$ cat src/rtl/c16d_pkg.sv
// Shared types, constants and CRC functions for the CRC-16 serial deframer.
// No dependencies; used by c16d_front, c16d_queue and crc16_serial_deframer_top.
`timescale 1ns / 1ps

package c16d_pkg;

  localparam int unsigned ByteW      = 8;
  localparam int unsigned WindowLen  = 8;
  localparam int unsigned FrameBytes = 9;
  localparam int unsigned CountW     = 4;
  localparam int unsigned CfgIdxW    = 2;

  localparam logic [15:0] CrcPoly = 16'hA001;
  localparam logic [15:0] CrcInit = 16'hFFFF;

  localparam logic [ByteW-1:0] HeaderReset = 8'hDD;
  localparam logic [ByteW-1:0] TailReset   = 8'hED;

  localparam logic [CountW-1:0] FreshFull = 4'd9;

  typedef enum logic [CfgIdxW-1:0] {
    CFG_HEADER = 2'd0,
    CFG_TAIL   = 2'd1
  } cfg_idx_e;

  typedef logic [WindowLen-1:0][ByteW-1:0] window_t;

  typedef struct packed {
    logic [ByteW-1:0] first;
    logic [ByteW-1:0] second;
    logic [ByteW-1:0] third;
    logic [ByteW-1:0] fourth;
  } payload_t;

  typedef struct packed {
    logic                 valid;
    logic [CfgIdxW-1:0]   index;
    logic [ByteW-1:0]     data;
  } cfg_wr_t;

  // One byte of the reflected Modbus CRC, processed LSB first.
  function automatic logic [15:0] crc_feed(logic [15:0] crc_in, logic [ByteW-1:0] b);
    logic [15:0] crc;
    crc = crc_in ^ {8'h00, b};
    for (int k = 0; k < 8; k++) begin
      if (crc[0]) begin
        crc = (crc >> 1) ^ CrcPoly;
      end else begin
        crc = crc >> 1;
      end
    end
    return crc;
  endfunction

  // True when the CRC over all window bytes, oldest first, leaves a zero remainder.
  function automatic logic window_crc_zero(window_t w);
    logic [15:0] crc;
    crc = CrcInit;
    for (int i = 0; i < WindowLen; i++) begin
      crc = crc_feed(crc, w[i]);
    end
    return (crc == 16'h0000);
  endfunction

endpackage

$ cat src/rtl/c16d_front.sv
// Front end of the deframer: configuration registers, byte window, fresh count
// and frame classification. Depends on c16d_pkg.
`timescale 1ns / 1ps

module c16d_front (
  input  logic                          clk_i,
  input  logic                          rst_ni,
  input  c16d_pkg::cfg_wr_t             cfg_i,
  input  logic                          accept_i,
  input  logic [c16d_pkg::ByteW-1:0]    rx_byte_i,
  output logic                          frame_ok_o,
  output c16d_pkg::payload_t            payload_o
);

  logic [c16d_pkg::ByteW-1:0]  header_q;
  logic [c16d_pkg::ByteW-1:0]  tail_q;
  c16d_pkg::window_t           window_q, window_d;
  logic [c16d_pkg::CountW-1:0] fresh_q, fresh_d, fresh_inc;
  logic                        crc_zero_q, crc_zero_d;
  logic                        match;

  always_ff @(posedge clk_i or negedge rst_ni) begin
    if (!rst_ni) begin
      header_q <= c16d_pkg::HeaderReset;
      tail_q   <= c16d_pkg::TailReset;
    end else if (cfg_i.valid) begin
      unique case (cfg_i.index)
        c16d_pkg::CFG_HEADER: header_q <= cfg_i.data;
        c16d_pkg::CFG_TAIL:   tail_q   <= cfg_i.data;
        default: ;
      endcase
    end
  end

  // The window shifts toward index 0; the new byte enters at the top.
  always_comb begin
    for (int i = 0; i < c16d_pkg::WindowLen - 1; i++) begin
      window_d[i] = window_q[i+1];
    end
    window_d[c16d_pkg::WindowLen-1] = rx_byte_i;
  end

  // The CRC check is computed on the next window and registered beside it.
  assign crc_zero_d = c16d_pkg::window_crc_zero(window_d);

  assign fresh_inc = (fresh_q < c16d_pkg::FreshFull) ? fresh_q + 4'd1 : fresh_q;

  assign match = (fresh_inc == c16d_pkg::FreshFull) && (window_q[0] == header_q) &&
                 (rx_byte_i == tail_q) && crc_zero_q;

  assign frame_ok_o = accept_i && match;
  assign fresh_d    = match ? '0 : fresh_inc;

  always_ff @(posedge clk_i or negedge rst_ni) begin
    if (!rst_ni) begin
      window_q   <= '0;
      fresh_q    <= '0;
      crc_zero_q <= c16d_pkg::window_crc_zero('0);
    end else if (accept_i) begin
      window_q   <= window_d;
      fresh_q    <= fresh_d;
      crc_zero_q <= crc_zero_d;
    end
  end

  assign payload_o.first  = window_q[2];
  assign payload_o.second = window_q[3];
  assign payload_o.third  = window_q[4];
  assign payload_o.fourth = window_q[5];

endmodule

$ cat src/rtl/c16d_queue.sv
// Result queue between the front end and the result port.
// Depends on c16d_pkg for the payload type.
`timescale 1ns / 1ps

module c16d_queue #(
  parameter int unsigned Depth = 4
) (
  input  logic               clk_i,
  input  logic               rst_ni,
  input  logic               wr_i,
  input  c16d_pkg::payload_t wr_data_i,
  input  logic               rd_i,
  output c16d_pkg::payload_t rd_data_o,
  output logic               full_o,
  output logic               empty_o
);

  localparam int unsigned PtrW = (Depth > 1) ? $clog2(Depth) : 1;
  localparam int unsigned CntW = $clog2(Depth + 1);

  c16d_pkg::payload_t mem_q [Depth];
  logic [PtrW-1:0]    wr_ptr_q, rd_ptr_q;
  logic [CntW-1:0]    count_q;
  logic               do_wr, do_rd;

  assign full_o  = (count_q == CntW'(Depth));
  assign empty_o = (count_q == '0);
  assign do_wr   = wr_i && !full_o;
  assign do_rd   = rd_i && !empty_o;

  always_ff @(posedge clk_i) begin
    if (do_wr) begin
      mem_q[wr_ptr_q] <= wr_data_i;
    end
  end

  assign rd_data_o = mem_q[rd_ptr_q];

  always_ff @(posedge clk_i or negedge rst_ni) begin
    if (!rst_ni) begin
      wr_ptr_q <= '0;
      rd_ptr_q <= '0;
      count_q  <= '0;
    end else begin
      if (do_wr) begin
        wr_ptr_q <= (wr_ptr_q == PtrW'(Depth - 1)) ? '0 : wr_ptr_q + PtrW'(1);
      end
      if (do_rd) begin
        rd_ptr_q <= (rd_ptr_q == PtrW'(Depth - 1)) ? '0 : rd_ptr_q + PtrW'(1);
      end
      if (do_wr && !do_rd) begin
        count_q <= count_q + CntW'(1);
      end else if (do_rd && !do_wr) begin
        count_q <= count_q - CntW'(1);
      end
    end
  end

endmodule

$ cat src/rtl/crc16_serial_deframer_top.sv
// Top level of the fixed-length serial deframer with Modbus CRC-16 check.
// A byte that completes a valid frame writes its payload into the result queue as it is taken.
// Throughput: one byte per cycle; input stalls only while ResultDepth results wait unread.
// Reset: asynchronous, active low; window and fresh count clear, header 0xDD, tail 0xED.
// Depends on c16d_pkg, c16d_front and c16d_queue.
`timescale 1ns / 1ps

module crc16_serial_deframer_top #(
  parameter int unsigned ResultDepth = 4
) (
  input  logic                               clk_i,
  input  logic                               rst_ni,
  // Byte input, queue style: a transaction happens when push is high and full is low.
  input  logic                               push,
  output logic                               full,
  input  logic [c16d_pkg::ByteW-1:0]         rx_byte_i,
  // Result output: the oldest result is shown while empty is low; pop takes it.
  output logic                               empty,
  input  logic                               pop,
  output logic [c16d_pkg::ByteW-1:0]         payload_first_o,
  output logic [c16d_pkg::ByteW-1:0]         payload_second_o,
  output logic [c16d_pkg::ByteW-1:0]         payload_third_o,
  output logic [c16d_pkg::ByteW-1:0]         payload_fourth_o,
  // Configuration write channel; it never stalls.
  input  logic                               cfg_valid_i,
  output logic                               cfg_ready_o,
  input  logic [c16d_pkg::CfgIdxW-1:0]       cfg_index_i,
  input  logic [c16d_pkg::ByteW-1:0]         cfg_data_i
);

  c16d_pkg::cfg_wr_t  cfg_wr;
  c16d_pkg::payload_t front_payload;
  c16d_pkg::payload_t queue_payload;
  logic               byte_accept;
  logic               frame_ok;

  // Configuration registers live in the front end. Writes to indexes past the
  // defined registers are dropped there.
  assign cfg_ready_o  = 1'b1;
  assign cfg_wr.valid = cfg_valid_i;
  assign cfg_wr.index = cfg_index_i;
  assign cfg_wr.data  = cfg_data_i;

  // A byte transaction is taken whenever the result queue has room, so a
  // frame found on this byte always has a slot to go into.
  assign byte_accept = push && !full;

  // Front end: holds the last eight bytes and the fresh count, and decides on
  // every accepted byte whether the nine-byte window forms a valid frame.
  c16d_front u_front (
    .clk_i      (clk_i),
    .rst_ni     (rst_ni),
    .cfg_i      (cfg_wr),
    .accept_i   (byte_accept),
    .rx_byte_i  (rx_byte_i),
    .frame_ok_o (frame_ok),
    .payload_o  (front_payload)
  );

  // Back end: the result queue decouples frame detection from the consumer,
  // so input bytes keep flowing while earlier payloads wait to be popped.
  c16d_queue #(
    .Depth (ResultDepth)
  ) u_queue (
    .clk_i     (clk_i),
    .rst_ni    (rst_ni),
    .wr_i      (frame_ok),
    .wr_data_i (front_payload),
    .rd_i      (pop),
    .rd_data_o (queue_payload),
    .full_o    (full),
    .empty_o   (empty)
  );

  assign payload_first_o  = queue_payload.first;
  assign payload_second_o = queue_payload.second;
  assign payload_third_o  = queue_payload.third;
  assign payload_fourth_o = queue_payload.fourth;

endmodule

$ cat config.mk
export PLATFORM = sky130hd
export DESIGN_NAME = crc16_serial_deframer_top
export DESIGN_NICKNAME = d
export VERILOG_FILES = /design/src/rtl/c16d_pkg.sv /design/src/rtl/c16d_front.sv /design/src/rtl/c16d_queue.sv /design/src/rtl/crc16_serial_deframer_top.sv
export SDC_FILE = /design/constraint.sdc
export NUM_CORES = 1
export LEC_CHECK = 0
export BUFFER_PORTS_ARGS = -buffer_cell sky130_fd_sc_hd__buf_2
export CAP_MARGIN = 20
export CORE_AREA = 2 2 192 137
export CTS_CLUSTER_DIAMETER = 150
export DETAILED_ROUTE_END_ITERATION = 16
export DIE_AREA = 0 0 194 139
export GPL_TIMING_DRIVEN = 0
export PLACE_DENSITY_LB_ADDON = 0.2
export SLEW_MARGIN = 20
export SYNTH_ARGS = -nofsm -noshare
export SYNTH_HDL_FRONTEND = slang
export SYNTH_SLANG_ARGS = --single-unit
$ cat constraint.sdc
create_clock -name clk_i -period 4.05 [get_ports clk_i]
set_input_delay 0.2025 -clock clk_i [delete_from_list [all_inputs] [get_ports clk_i]]
set_output_delay 0.2025 -clock clk_i [all_outputs]
set_load 0.03 [all_outputs]
Word level (Yosys, flattened, before mapping):

Memory sizes are Yosys's and may differ from the RTL's.
Index checks and enable logic that the tools add are counted.

* bits in registers: 92
* input port bits: 23
* output and inout bits: 35
* bits in writable memories: 128
* memories kept: 1

Memory list
* u_queue.mem_q: depth 4, bits a word 32, rd ports 1, clocked after Yosys merged registers in 0, wr ports 1, RTL line c16d_queue.sv:21 `c16d_pkg::payload_t mem_q [Depth];`

* $lt $le $gt $ge: 1
* eq/ne operators: 7
* reduce and logical (&&, ||, !) cells: 19
* bitwise gates (word level): 72
* $add $sub $neg: 5
* mux-type cells: 72

Operator list (count)
* $mux W16: 64
* $not A2 Y3: 64
* $xor A16 B8 Y16: 7
* $eq A8 B8 Y1: 2
* $logic_not A16 Y1: 1
* $not A8 Y16: 1
* $logic_and A1 B1 Y1: 9
* $mux W4: 2
* $mux W3: 2
* $add A2 B1 Y2 const B: 2
* $add A4 B1 Y4 const B: 1
* $eq A2 B2 Y1 const B: 2
* $eq A4 B4 Y1 const B: 1
* $logic_not A1 Y1: 4
* $lt A4 B4 Y1 const B: 1
* $mux W2: 2
* $reduce_and A2 Y1: 2
* $add A3 B1 Y3 const B: 1
* $eq A3 B3 Y1 const B: 1
* $logic_not A3 Y1: 1
* $sub A3 B1 Y3 const B: 1
* $eq A2 B1 Y1 const B: 1
* $logic_not A2 Y1: 1
* $mux W1: 2
* $reduce_bool A2 Y1: 1

Logic depth before layout (Yosys ltp):

* depth in word-level cells: 137
* depth in mapped cells: 13
* depth with buffers taken out: 13

Hierarchy:

From an unflattened synthesis, not the netlist that was laid out.

* cells, all modules: 596
* area, all modules: 10168.5 µm²

By module, submodules not included
* c16d_front: times used 1, area each 5087.4 µm², cells an instance 388
* c16d_queue: times used 1, area each 5056.1 µm², cells an instance 205
* crc16_serial_deframer_top: times used 1, area each 25.0 µm², cells an instance 3

Worst setup path before layout:

No wires, ideal clock.

* kind: flip-flop to flip-flop
* start: reg u_front.window_q (netlist bit u_front.payload_o[31])
* end: reg u_front.crc_zero_q
* clock period less this slack: 3.382 ns
* setup slack: 0.668 ns
* cell stages (with the launch flop): 13
* data required time: 3.946 ns
* library setup time: 0.104 ns
* arrival time: 3.279 ns
* cell sequence: dfrtp_1 -> xnor3_1 -> xnor2_1 -> xnor3_1 -> xor2_1 -> xnor2_1 -> xnor3_1 -> ha_1 -> xnor2_1 -> xnor2_1 -> xnor2_1 -> nand3_1 -> o41ai_2

* word-level cells in the longest chain between the ends: 71

Ends and longest elaborated chain
* start: declaration: RTL line c16d_front.sv:17 `c16d_pkg::window_t window_q, window_d;`
* start signal: assignment: RTL line c16d_front.sv:60 `window_q <= window_d;`
* $xor A16 B8 Y16 (*): RTL line c16d_pkg.sv:44 `crc = crc_in ^ {8'h00, b};`
* $mux W16 (*) (6 in a row): RTL line c16d_pkg.sv:46 `if (crc[0]) begin`
* $not A2 Y3 (no line)
* $mux W16 (*) (2 in a row): RTL line c16d_pkg.sv:46
* $xor A16 B8 Y16 (*): RTL line c16d_pkg.sv:44
* $mux W16 (*) (2 in a row): RTL line c16d_pkg.sv:46
* $not A2 Y3 (no line) or $mux W16 (tied branches)
* $mux W16 (*) (6 in a row): RTL line c16d_pkg.sv:46
* (+31 left out)
* $mux W16 (*) (2 in a row): RTL line c16d_pkg.sv:46
* $not A2 Y3 (no line) or $mux W16 (tied branches)
* $mux W16 (*) (6 in a row): RTL line c16d_pkg.sv:46
* $xor A16 B8 Y16 (*): RTL line c16d_pkg.sv:44
* $mux W16 (*) (7 in a row): RTL line c16d_pkg.sv:46
* $not A2 Y3 (no line) or $mux W16 (tied branches)
* $mux W16 (*): RTL line c16d_pkg.sv:46
* $logic_not A16 Y1 (*): RTL line c16d_pkg.sv:62 `return (crc == 16'h0000);`
* end signal: assignment: RTL line c16d_front.sv:58 `crc_zero_q <= c16d_pkg::window_crc_zero('0);`
* end signal: assignment: RTL line c16d_front.sv:62 `crc_zero_q <= crc_zero_d;`
* end: declaration: RTL line c16d_front.sv:19 `logic crc_zero_q, crc_zero_d;`

Mark *: on every way between the ends. The rest lies on a longest branch, timed or not.
A chain may end at the register's enable or synchronous reset.

Worst setup path in the final report:

* start: reg u_front.window_q (netlist bit u_front.payload_o[19])
* end: reg u_front.crc_zero_q

* word-level cells in the longest chain between the ends: 61

Ends and longest elaborated chain (RTL line)
* $xor A16 B8 Y16 (*): c16d_pkg.sv:44
* $mux W16 (*) (2 in a row): c16d_pkg.sv:46
* $not A2 Y3 (no line)
* $mux W16 (*) (3 in a row): c16d_pkg.sv:46
* $not A2 Y3 (no line) or $mux W16 (tied branches)
* $mux W16 (*) (3 in a row): c16d_pkg.sv:46
* $xor A16 B8 Y16 (*): c16d_pkg.sv:44
* $mux W16 (*) (8 in a row): c16d_pkg.sv:46
* (+21 left out)
* $mux W16 (*) (2 in a row): c16d_pkg.sv:46
* $not A2 Y3 (no line) or $mux W16 (tied branches)
* $mux W16 (*) (3 in a row): c16d_pkg.sv:46
* $not A2 Y3 (no line) or $mux W16 (tied branches)
* $mux W16 (*) (3 in a row): c16d_pkg.sv:46
* $xor A16 B8 Y16 (*): c16d_pkg.sv:44
* $mux W16 (*) (8 in a row): c16d_pkg.sv:46
* $logic_not A16 Y1 (*): c16d_pkg.sv:62

Marked as above.

==> metrics.md <==
| Metric | Value |
|---|---|
| First-pass GRT wire length | `approximately 35000 um` |
| Fmax | `~0.26 GHz` |
| Mapped Nets | `about 700` |
| Xor and xnor area share after synthesis | `0.147` |
| Final net count | `823` |
| Reg clk slew, reported paths | `about 0.060 ns` |
| Final setup viols | `0` |
| Status | `finished, final reports clean` |
| Type of the worst setup path | `reg -> reg` |
| Starting Density | `0.392` |
| Hold_ws | `around 0.14 ns` |
| Pre-Repair DR Iteration Count | `4` |
| Register-to-register setup slack | `about 0.22 ns` |
| Die ar. | `about 27000 um^2` |
| Synth Flop Type | `edfxtp_1` |
| Reg2reg end | `u_front.crc_zero_q` |
| Placed standard-cell area | `about 11000 um^2` |
| CTS Buf Count | `23` |
| Worst skew pair latency | `0.51 ns` |
| Largest net degree at the start of global routing | `64` |
| Tot GR Track Use | `0.172` |
| FF-to-FF Start | `u_front.payload_o[19]` |
| Critical Path Stages | `12` |
| Worst reg2reg path depth | `12` |
| CP startpoint | `u_front.payload_o[19]` |
| Die width | `194 um` |
| Mean post-synth cell area | `between 10 and 15 um^2` |
| Vias | `between 5k and 6k` |
| Worst clock skew | `about 0.019 ns` |
| CP max stage delay | `just over 0.6 ns` |
| Drt initial violations | `386` |
| CTS Root Cell | `clkbuf_16` |
| Mux contribution to synthesized area | `0.0977` |
| Max cap viols | `0` |
| Max Slew Vio Count | `0` |
| H-tree level count | `1` |
| Core area | `25300 um^2` |
| Post-synth EDFFs | `between 100 and 150` |
| Clock tree sinks | `220` |
| Seq cells post-synth | `220` |
| Synth unique cells | `40` |
| CTS max path bufs | `3` |
| Total number of placement rows | `49` |
| Cell Area, Synth | `9900 um^2` |
| Final Critical Period | `3.83 ns` |
| Most frequent CP cell | `xnor2_1` |
| Async S/R FF share, synth | `0.418` |
| RSZ-0062 raised after global routing | `no` |
| Die Ht | `between 100 and 150 um` |
| Combinational family with the most area after synthesis | `XOR/XNOR gates` |
| Number of remaining DRC errors | `0` |
| I/O Buffers | `56` |
| Post-route cell area | `between 10000 and 15000 um^2` |
| Detail Placement HPWL | `about 16000 um` |
| Final std cells w/o fill | `~1.1k` |
| Post-synthesis compound-gate area fraction | `0.00935` |
| Hold Path Class | `in -> async` |
| Synth Warn # | `0` |
| Routed Antenna Nets | `0` |
| Max_slew headroom | `0.382` |
| Worst-margin pin slew | `between 0.9 and 1 ns` |
| Placed cells | `~1.1k` |
| Crit-path max FO | `8` |
| Most common cell after layout, fill and taps aside | `nand2_1` |
| Post-synthesis adder-cell area fraction | `0.0134` |
| Crit-path cells | `xnor2_1, xnor2_4, xnor3_1, xnor2_1, xnor2_1, xnor3_1, ha_1, xnor2_1, xnor2_1, xnor2_1, nand3_1, o41ai_2` |
| Drt wl/cell | `~20 um` |
| Placer Congestion | `between 0.8 and 0.9` |
| Synth Instances | `687` |
| Detailed Route WL | `about 23000 um` |
| Fraction of layout cells with a size suffix above 1 | `0.207` |
| Register area share after synthesis | `0.622` |
| Commonest cells after routing, fill and taps aside | `nand2_1 (197), edfxtp_1 (128), dfrtp_1 (79)` |
| Ports | `between 50 and 60` |
| Gr ovfl total | `0` |
| Initial antenna violation count | `0` |
| Area share of and/or/nand/nor cells after synthesis | `0.0978` |
| Crit path capture type | `flip-flop` |
| Critical Path AT | `around 4.2 ns` |
| Fillcell total | `about 2.3k` |
| CP max stage cell | `dfrtp_1` |
| Area Growth Syn to Fin | `17.5%` |
| CP Launch Type | `flip-flop` |
| CTS tree | `built` |
| Final worst path period share | `0.945` |
| Vias in the first global route | `5939` |
| Postcts setup bufs | `0` |
| WP data required | `around 4.5 ns` |
| Vias per cell | `between 4 and 5` |
| Hold Fails Final Rpt | `0` |
| Buf+Inv Stages, Crit Path | `0` |
| # diodes | `0` |
| Family with the most delay on the worst path | `XOR/XNOR gates` |
| Setup crit end | `u_front.crc_zero_q` |
## Yosys cell counts (all sizes together) (3+ instances only)
library cell / n / area [um^2]
nand2: 197 / 739
edfxtp: 128 / 3840
dfrtp: 80 / 2000
xnor2: 67 / 606
mux4: 32 / 721
xor2: 30 / 263
xnor3: 22 / 497
mux2: 21 / 236
clkbuf: 14 / 52.6
dfstp: 12 / 315
buf: 9 / 37.5
ha: 9 / 113
inv: 7 / 26.3
and2: 6 / 37.5
nor3: 6 / 30.0
nand3: 5 / 25.0
nor2: 5 / 18.8
nor4: 4 / 25.0
xor3: 4 / 95.1
a21oi: 3 / 15.0
nand2b: 3 / 18.8
nor3b: 3 / 22.5
o21ai: 3 / 15.0
## worst reg2reg max path: stages, from the launching register on
cell and delay [ns]:
dfrtp_1 0.61, xnor2_1 0.62, xnor2_4 0.21, xnor3_1 0.49, xnor2_1 0.22, xnor2_1 0.15, xnor3_1 0.24, ha_1 0.29
xnor2_1 0.19, xnor2_1 0.17, xnor2_1 0.14, nand3_1 0.10, o41ai_2 0.30
## sequential cells by signal (all words and copies together) (netlist names)
signal              cells
u_front.header_q        8
u_queue.mem_q         128
u_front.payload_o      32
u_queue.rd_ptr_q        2
u_queue.count_q         3
u_front.tail_q          8
u_queue.wr_ptr_q        2
u_front.fresh_q         4
u_front.window_q        8
u_front.crc_zero_q      1
u_front.window_d       24
## cells by family (layout without fill, tap and decap cells)
logic type	count (synthesis)	count (layout)
multiplexers	54	54
AO/OA/AOI/OAI	13	13
AND/OR/NAND/NOR	236	236
adder cells (fa/ha/maj)	10	10
other	1	1
buffers and inverters	30	148
XOR/XNOR	123	123
flip-flops	220	220
## metal layers
| layer | track usage | share of wire |
|---|---|---|
| met2 | 0.261 | 0.44 |
| met4 | 0.0335 | 0.018 |
| met3 | 0.0250 | 0.043 |
| met1 | 0.264 | 0.50 |
| met5 | 0 | 0 |
## how the worst min path moves through the flow
stage             startpoint             endpoint  slack [ns]  cells past startpoint
2_1_floorplan         rst_ni   u_front.crc_zero_q       -0.09                      0
3_3_place_gp   cfg_data_i[6]    u_front.tail_q[6]        0.45                      2
3_5_place_dp          rst_ni  u_front.header_q[1]        0.11                      1
4_1_cts               rst_ni  u_front.header_q[1]        0.13                      2
5_1_grt               rst_ni  u_front.header_q[1]        0.17                      2
6_report              rst_ni  u_front.header_q[1]        0.14                      2
## per-stage QoR
stage           util  setup WS (ns)  TNS (ns)
6_report       0.460          0.225         0
5_1_grt        0.460        0.00713         0
4_1_cts        0.460         0.0421         0
3_5_place_dp   0.425         0.0417         0
3_3_place_gp   0.420        -0.0615     -6.82
2_1_floorplan      -          0.668         0
## repair_timing
item,CTS,global route
hold buffers,17,0
gates resized for setup,0,2
endpoints found under the hold margin,106,0
endpoints found under the setup margin,0,1
## final cells by class
type / instances / area [um^2] / share of cell area
buffer: 23 / 90.1 / 0.00775
clock buffer: 29 / 598 / 0.0514
clock inverter: 11 / 128 / 0.0110
inverter: 7 / 26.3 / 0.00226
multi-input combinational: 437 / 3650 / 0.314
sequential: 220 / 6160 / 0.530
tap: 331 / 414 / 0.0356
timing repair buffer: 78 / 564 / 0.0485
Power is not shown: default switching activity piles up to over one toggle a cycle in this logic, so the estimate is an artifact.
